`config.mk`:
```
export PLATFORM = sky130hd
export DESIGN_NAME = m68k_line_c_execute_core
export DESIGN_NICKNAME = d
export VERILOG_FILES = /design/src/rtl/m68kc_pkg.sv /design/src/rtl/m68k_line_c_execute_core.sv
export SDC_FILE = /design/constraint.sdc
export NUM_CORES = 1
export LEC_CHECK = 0
export ABC_AREA = 1
export CORE_MARGIN = 5
export CORE_UTILIZATION = 30
export CTS_CLUSTER_DIAMETER = 50
export CTS_CLUSTER_SIZE = 14
export DETAILED_ROUTE_END_ITERATION = 12
export DONT_BUFFER_PORTS = 1
export PLACE_DENSITY = 0.54
export SYNTH_ARGS = -nofsm -noshare
export SYNTH_HDL_FRONTEND = slang
export SYNTH_SLANG_ARGS = --single-unit
export TNS_END_PERCENT = 100
```
`constraint.sdc`:
```
create_clock -name clk -period 9 [get_ports clk]
set_input_delay 1.8 -clock clk [delete_from_list [all_inputs] [get_ports clk]]
set_output_delay 1.8 -clock clk [all_outputs]
set_load 0.01 [all_outputs]
```
`src/rtl/m68kc_pkg.sv`:
```
`default_nettype none

package m68kc_pkg;

  // Operation class reported with each result
  typedef enum logic [2:0] {
    KIND_AND_REG = 3'd0,
    KIND_AND_MEM = 3'd1,
    KIND_MULU    = 3'd2,
    KIND_MULS    = 3'd3,
    KIND_ABCD    = 3'd4,
    KIND_EXG     = 3'd5
  } op_kind_t;

  // Condition code bit positions
  localparam int unsigned FLAG_X = 4;
  localparam int unsigned FLAG_N = 3;
  localparam int unsigned FLAG_Z = 2;
  localparam int unsigned FLAG_V = 1;
  localparam int unsigned FLAG_C = 0;

  // Operand size codes
  localparam logic [1:0] SIZE_BYTE = 2'd0;
  localparam logic [1:0] SIZE_WORD = 2'd1;
  localparam logic [1:0] SIZE_MUL  = 2'd3;

  // Legal exchange opmodes: data-data, address-address, data-address
  localparam logic [4:0] EXG_DD = 5'h08;
  localparam logic [4:0] EXG_AA = 5'h09;
  localparam logic [4:0] EXG_DA = 5'h11;

  // Decimal adjust constants
  localparam logic [5:0] BCD_LO_LIMIT = 6'h0a;
  localparam logic [5:0] BCD_LO_ADJ   = 6'h06;
  localparam logic [9:0] BCD_HI_LIMIT = 10'h0a0;
  localparam logic [9:0] BCD_HI_ADJ   = 10'h060;
  localparam logic [9:0] BCD_CARRY    = 10'h100;
  localparam logic [7:0] BCD_V_BASE   = 8'h80;
  localparam logic [3:0] BCD_V_CAP    = 4'd5;

endpackage

`default_nettype wire

```
`src/rtl/m68k_line_c_execute_core.sv`:
```
// Line-C execute core: MULU, MULS, AND to register, AND to memory, ABCD, EXG.
//
// Input channel (in_valid/in_ready): one transaction carries both opcode bytes,
// the fetched source and destination operands and the incoming condition codes.
// Result channel (out_valid/out_ready): exactly one transaction per input with
// the result, the exchange partner value, the operation kind, the new flags
// and the illegal flag for a bad exchange opmode.
//
// An input register feeds decode, the 17x17 multiplier and the BCD adder, whose
// outputs land in the result register. Throughput is one transaction per cycle
// while the receiver keeps out_ready high; the single multiplier between the
// two registers sets the cycle time.
//
// Reset (rst_n low, synchronous) empties both registers; no result is pending
// afterwards. When the receiver stalls, the result register holds its value and
// the input register keeps one more transaction, so two are buffered before
// in_ready drops.
`default_nettype none

module m68k_line_c_execute_core
  import m68kc_pkg::*;
(
  input  wire logic        clk,
  input  wire logic        rst_n,
  input  wire logic        in_valid,
  output logic             in_ready,
  input  wire logic [7:0]  in_opword_high,
  input  wire logic [7:0]  in_opword_low,
  input  wire logic [31:0] in_src_value,
  input  wire logic [31:0] in_dst_value,
  input  wire logic [4:0]  in_ccr_in,
  output logic             out_valid,
  input  wire logic        out_ready,
  output logic [31:0]      out_result,
  output logic [31:0]      out_swap_value,
  output logic [2:0]       out_op_kind,
  output logic [4:0]       out_ccr_out,
  output logic             out_illegal
);

  logic        s1_valid_r;
  logic [7:0]  s1_hi_r;
  logic [7:0]  s1_lo_r;
  logic [31:0] s1_src_r;
  logic [31:0] s1_dst_r;
  logic [4:0]  s1_ccr_r;
  logic        out_valid_r;
  logic [31:0] result_r;
  logic [31:0] swap_r;
  op_kind_t    kind_r;
  logic [4:0]  ccr_r;
  logic        illegal_r;

  logic        s2_ready;
  logic        s1_load;
  logic        s2_load;

  logic [31:0] result_nxt;
  logic [31:0] swap_nxt;
  op_kind_t    kind_nxt;
  logic [4:0]  ccr_nxt;
  logic        illegal_nxt;

  // Handshake: each stage takes new data when empty or draining
  assign s2_ready = !out_valid_r || out_ready;
  assign in_ready = !s1_valid_r || s2_ready;
  assign s1_load  = in_valid && in_ready;
  assign s2_load  = s1_valid_r && s2_ready;

  // Valid bits
  always_ff @(posedge clk) begin
    if (!rst_n) begin
      s1_valid_r  <= 1'b0;
      out_valid_r <= 1'b0;
    end else begin
      if (in_ready) s1_valid_r <= in_valid;
      if (s2_ready) out_valid_r <= s1_valid_r;
    end
  end

  // Input register
  always_ff @(posedge clk) begin
    if (s1_load) begin
      s1_hi_r  <= in_opword_high;
      s1_lo_r  <= in_opword_low;
      s1_src_r <= in_src_value;
      s1_dst_r <= in_dst_value;
      s1_ccr_r <= in_ccr_in;
    end
  end

  // Decode and execute
  always_comb begin
    logic              grp1;
    logic              mul_op;
    logic [1:0]        size;
    logic [31:0]       and_v;
    logic              and_n;
    logic              mul_signed;
    logic signed [16:0] mul_a;
    logic signed [16:0] mul_b;
    logic signed [33:0] mul_p;
    logic [31:0]       prod;
    logic [5:0]        bcd_lo;
    logic [9:0]        bcd_hi;
    logic [7:0]        bcd_byte;
    logic [7:0]        vmax;
    logic              bcd_c;
    logic [4:0]        opmode;
    logic [4:0]        bcd_f;

    grp1   = s1_hi_r[0];
    mul_op = (s1_lo_r[7:6] == SIZE_MUL);
    size   = s1_lo_r[7:6];

    // Sized AND
    and_v = s1_src_r & s1_dst_r;
    case (size)
      SIZE_BYTE: begin
        and_v = {24'd0, and_v[7:0]};
        and_n = and_v[7];
      end
      SIZE_WORD: begin
        and_v = {16'd0, and_v[15:0]};
        and_n = and_v[15];
      end
      default: and_n = and_v[31];
    endcase

    // 16x16 multiply, sign extended by one bit for MULS
    mul_signed = grp1;
    mul_a = $signed({mul_signed & s1_src_r[15], s1_src_r[15:0]});
    mul_b = $signed({mul_signed & s1_dst_r[15], s1_dst_r[15:0]});
    mul_p = mul_a * mul_b;
    prod  = mul_p[31:0];

    // Decimal add with extend
    bcd_lo = {2'd0, s1_src_r[3:0]} + {2'd0, s1_dst_r[3:0]} + {5'd0, s1_ccr_r[FLAG_X]};
    if (bcd_lo >= BCD_LO_LIMIT) bcd_lo = bcd_lo + BCD_LO_ADJ;
    bcd_hi = {2'd0, s1_src_r[7:4], 4'd0} + {2'd0, s1_dst_r[7:4], 4'd0}
           + {4'd0, bcd_lo[5:4], 4'd0};
    if (bcd_hi >= BCD_HI_LIMIT) bcd_hi = bcd_hi + BCD_HI_ADJ;
    bcd_c    = (bcd_hi >= BCD_CARRY);
    bcd_byte = {bcd_hi[7:4], bcd_lo[3:0]};
    if (!s1_dst_r[7]) begin
      vmax = BCD_V_BASE + {4'd0, (s1_dst_r[3:0] >= BCD_V_CAP) ? BCD_V_CAP : s1_dst_r[3:0]};
    end else begin
      vmax = s1_dst_r[7:0];
    end
    bcd_f = 5'd0;
    bcd_f[FLAG_X] = bcd_c;
    bcd_f[FLAG_C] = bcd_c;
    bcd_f[FLAG_Z] = s1_ccr_r[FLAG_Z] && (bcd_byte == 8'd0);
    bcd_f[FLAG_N] = bcd_byte[7];
    bcd_f[FLAG_V] = bcd_byte[7] && (bcd_byte <= vmax);

    opmode = s1_lo_r[7:3];

    // Select by operation
    swap_nxt    = 32'd0;
    illegal_nxt = 1'b0;
    result_nxt  = and_v;
    kind_nxt    = KIND_AND_REG;
    ccr_nxt     = s1_ccr_r;
    if (mul_op) begin
      kind_nxt   = grp1 ? KIND_MULS : KIND_MULU;
      result_nxt = prod;
    end else if (grp1 && s1_lo_r[7:4] == 4'd0) begin
      kind_nxt   = KIND_ABCD;
      result_nxt = {24'd0, bcd_byte};
    end else if (grp1 && s1_lo_r[5:4] == 2'd0) begin
      kind_nxt = KIND_EXG;
      if (opmode == EXG_DD || opmode == EXG_AA || opmode == EXG_DA) begin
        result_nxt = s1_src_r;
        swap_nxt   = s1_dst_r;
      end else begin
        illegal_nxt = 1'b1;
        result_nxt  = s1_dst_r;
        swap_nxt    = s1_src_r;
      end
    end else begin
      kind_nxt = grp1 ? KIND_AND_MEM : KIND_AND_REG;
    end

    // Flags: N/Z from the value, V/C cleared, X kept, except ABCD and EXG
    if (kind_nxt == KIND_ABCD) begin
      ccr_nxt = bcd_f;
    end else if (kind_nxt != KIND_EXG) begin
      ccr_nxt = 5'd0;
      ccr_nxt[FLAG_X] = s1_ccr_r[FLAG_X];
      ccr_nxt[FLAG_N] = mul_op ? prod[31] : and_n;
      ccr_nxt[FLAG_Z] = (result_nxt == 32'd0);
    end
  end

  // Result register
  always_ff @(posedge clk) begin
    if (s2_load) begin
      result_r  <= result_nxt;
      swap_r    <= swap_nxt;
      kind_r    <= kind_nxt;
      ccr_r     <= ccr_nxt;
      illegal_r <= illegal_nxt;
    end
  end

  assign out_valid      = out_valid_r;
  assign out_result     = result_r;
  assign out_swap_value = swap_r;
  assign out_op_kind    = kind_r;
  assign out_ccr_out    = ccr_r;
  assign out_illegal    = illegal_r;

endmodule

`default_nettype wire

```
==> impl_metrics.py <==
metrics = {
    "finish": {
        "final_nets": 2659,
        "ff_latch_area_um2": 4480,
        "post-route-cell-area_um2": 19900,
        "syn_to_final_growth_pct": 7.66,
        "drive_gt1_share_pct": 3.92,
        "fillers": 6342,
        "multi_input_area_um2": 11400,
    },
    "timing": {
        "setup_tns_ps": 0,
        "layout_setup_ws_ps": 1350,
        "finalClockSkew_ps": 22.5,
        "min_period_ps": 7650,
        "timing.final.max_slew_violations": 0,
        "period_share_pct": 85.1,
        "grt_setup_unrepaired": "no",
        "max_freq_mhz": 131,
        "hold_viol_final": 0,
        "worstMarginPinSlew_ps": 1150,
        "slew-limit-headroom_pct": 23.5,
        "finalSetupViolCount": 0,
    },
    "clock_network": {
        "cts_resized": 0,
        "clkSlewWorstSetupHoldPaths_ps": 70,
        "cts_tree": "yes",
        "clock-sinks": 150,
        "cts_buffer_depth": 2,
        "cts_hold_buf": 0,
        "insertion_delay_ps": 460,
        "post_cts_buffers": 0,
        "htreeDepth": 4,
        "cts_root_buffer": "clkbuf_16",
        "cts-buffers-inserted": 17,
    },
    "route": {
        "drc_errors": 0,
        "drt-pass1-iter-count": 5,
        "ant_nets": 0,
        "drt_iter0_markers": 1019,
        "viasPerCell": 4.74,
        "vias": 14146,
        "wl_mm": 54.7,
        "routedWlPerCell_um": 18.3,
    },
    "synthesis": {
        "ys_seq_area_share_pct": 24.3,
        "netlist_top_cells_count": "603 x inv_1, 581 x nand2_1, 287 x fa_1",
        "synthTopCellsByArea": "fa_1 31%, edfxtp_1 24%, inv_1 12%, nand2_1 12%, ha_1 6.9%",
        "yosysMostFrequentCell": "inv_1",
        "syn_nets": 2699,
        "synth-warning-count": 0,
        "syn_avg_cell_area_um2": 8.31,
        "synth_seq_cells": 150,
        "synth.top_cell.area_share_pct": 31.1,
        "syn-cell-area_um2": 18500,
        "syn_inst": 2221,
        "netlist-cell-type-count": 39,
        "async_flop_share_pct": 0,
        "synth-edff-count": 148,
        "yosysTopAreaCell": "fa_1",
        "synthFlopType": "edfxtp_1",
    },
    "place": {
        "place_congestion": 0.938,
        "dp_hpwl_mm": 43.1,
        "portBuffers": 0,
        "pre_cts_ws_ps": 1470,
        "postPlaceCellArea_um2": 19300,
    },
    "critical_path": {
        "worstReg2RegEnd": "out_ccr_out[2]$_DFFE_PP_",
        "r2r_cells": 30,
        "endpoint_kind": "flip-flop",
        "cp_max_fo": 23,
        "r2r-start": "s1_dst_r[7]$_DFFE_PP_",
        "slowest_delay_ps": 1110,
        "required_ps": 9290,
        "worstPathArrival_ps": 7940,
        "crit_top_cell": "nand2_1",
        "critical_path_class": "flip-flop to flip-flop",
        "cp-start-kind": "flip-flop",
        "crit_slowest_cell": "edfxtp_1",
        "r2r_setup_slack_ps": 1350,
    },
    "global_route": {
        "grt_pass1_wl_mm": 85.5,
        "grt_max_degree": 74,
        "grt_pass1_vias": 14621,
        "grt.total_usage_pct": 16.6,
        "grt.overflow.total": 0,
        "antenna_found_initial": 4,
    },
    "job": {
        "cap_violations": 0,
    },
    "hold_path": {
        "holdPathStages": 2,
        "min_to": "out_ccr_out[0]$_DFFE_PP_",
        "min_from": "s1_ccr_r[0]$_DFFE_PP_",
        "hp-class": "flip-flop to flip-flop",
    },
    "outcome": {
        "status": "complete, no violations",
    },
    "floorplanning": {
        "coreArea_um2": 61400,
        "die_h_um": 258,
        "num_rows": 91,
        "die_w_um": 258,
        "dieArea_um2": 66600,
        "ioPinCount": 164,
        "initial_core_util_pct": 30.1,
    },
}
==> cell type report <==
type / count / share of cell area, %
Sequential cell: 150 / 22.6
Clock inverter: 15 / 0.674
Tap cell: 790 / 4.97
Timing Repair Buffer: 27 / 1.02
Inverter: 608 / 11.5
Multi-Input combinational cell: 1377 / 57.1
Clock buffer: 17 / 2.14
Antenna cell: 2 / 0.0252
==> per-stage QoR <==
step / cells / hold WS [ps] / utilization (%)
after floorplan: 2221 / 447 / -
after detailed placement: 2952 / 524 / 31.5
final: 2986 / 528 / 32.4
after global routing: 2985 / 542 / 32.4
after global placement: 2952 / 510 / 31.5
after CTS: 2984 / 531 / 32.4
==> kinds of logic after synthesis <==
family | count (synthesis) | share of synthesized area (%)
xor+xnor | 8 | 0.380
buf+inv | 694 | 14.3
compound gates | 188 | 5.63
flops | 150 | 24.3
simple gates | 792 | 17.4
fa+ha+maj | 389 | 38.0
==> registers in the layout, summed over array words and instances (netlist names) <==
| register | flops |
|---|---|
| s1_src_r | 32 |
| s1_ccr_r | 5 |
| out_op_kind | 3 |
| out_result | 32 |
| s1_hi_r | 1 |
| out_ccr_out | 5 |
| out_valid | 1 |
| s1_dst_r | 32 |
| out_illegal | 1 |
| s1_valid_r | 1 |
| s1_lo_r | 5 |
| out_swap_value | 32 |
==> worst max-delay path: cells and delay by family, from the launching register on <==
| kind | cells | cell delay, ps |
|---|---|---|
| DFF | 1 | 1110 |
| adders and majority gates | 8 | 3810 |
| and+or+nand+nor | 16 | 2080 |
| buffers and inverters | 6 | 500 |
==> per-layer routing <==
metal	share of wire [%]	vias up	global-route usage [%]	wire length [µm]
li1	-	6513	-	-
met1	44	7025	22.8	23800
met2	45	521	26.2	24700
met3	8.2	85	3.73	4470
met4	3.1	2	5.40	1720
met5	0.024	-	0	13
==> cell usage in the layout (no fill, tap or decap), types with 4 or more instances in the layout <==
| cell type | count |
|---|---|
| inv_2 | 4 |
| nand3_1 | 64 |
| nor3_1 | 4 |
| edfxtp_1 | 148 |
| ha_1 | 102 |
| o21ai_1 | 8 |
| a21oi_1 | 75 |
| o211ai_1 | 7 |
| o221ai_1 | 7 |
| nor2_4 | 4 |
| nor2_1 | 103 |
| nand2_1 | 581 |
| nand2_4 | 4 |
| o21ai_0 | 75 |
| fa_1 | 287 |
| nand3b_1 | 8 |
| buf_4 | 27 |
| or2_2 | 5 |
| xor2_1 | 5 |
| inv_1 | 602 |
| inv_6 | 5 |
| clkbuf_16 | 17 |
| nand4_1 | 16 |
==> worst max-delay path by stage <==
stage                      startpoint                       end  slack [ps]
2_1_floorplan  s1_src_r[15]$_DFFE_PP_  out_ccr_out[2]$_DFFE_PP_        2690
3_3_place_gp     s1_hi_r[0]$_DFFE_PP_  out_ccr_out[2]$_DFFE_PP_        1520
3_5_place_dp     s1_hi_r[0]$_DFFE_PP_  out_ccr_out[2]$_DFFE_PP_        1470
4_1_cts          s1_hi_r[0]$_DFFE_PP_  out_ccr_out[2]$_DFFE_PP_        1430
5_1_grt        s1_src_r[15]$_DFFE_PP_  out_ccr_out[2]$_DFFE_PP_         820
6_report        s1_dst_r[7]$_DFFE_PP_  out_ccr_out[2]$_DFFE_PP_        1350
Power is left out: the tool's default activity adds up to more than one toggle a clock period on the data nets, which glitch-free logic cannot reach.
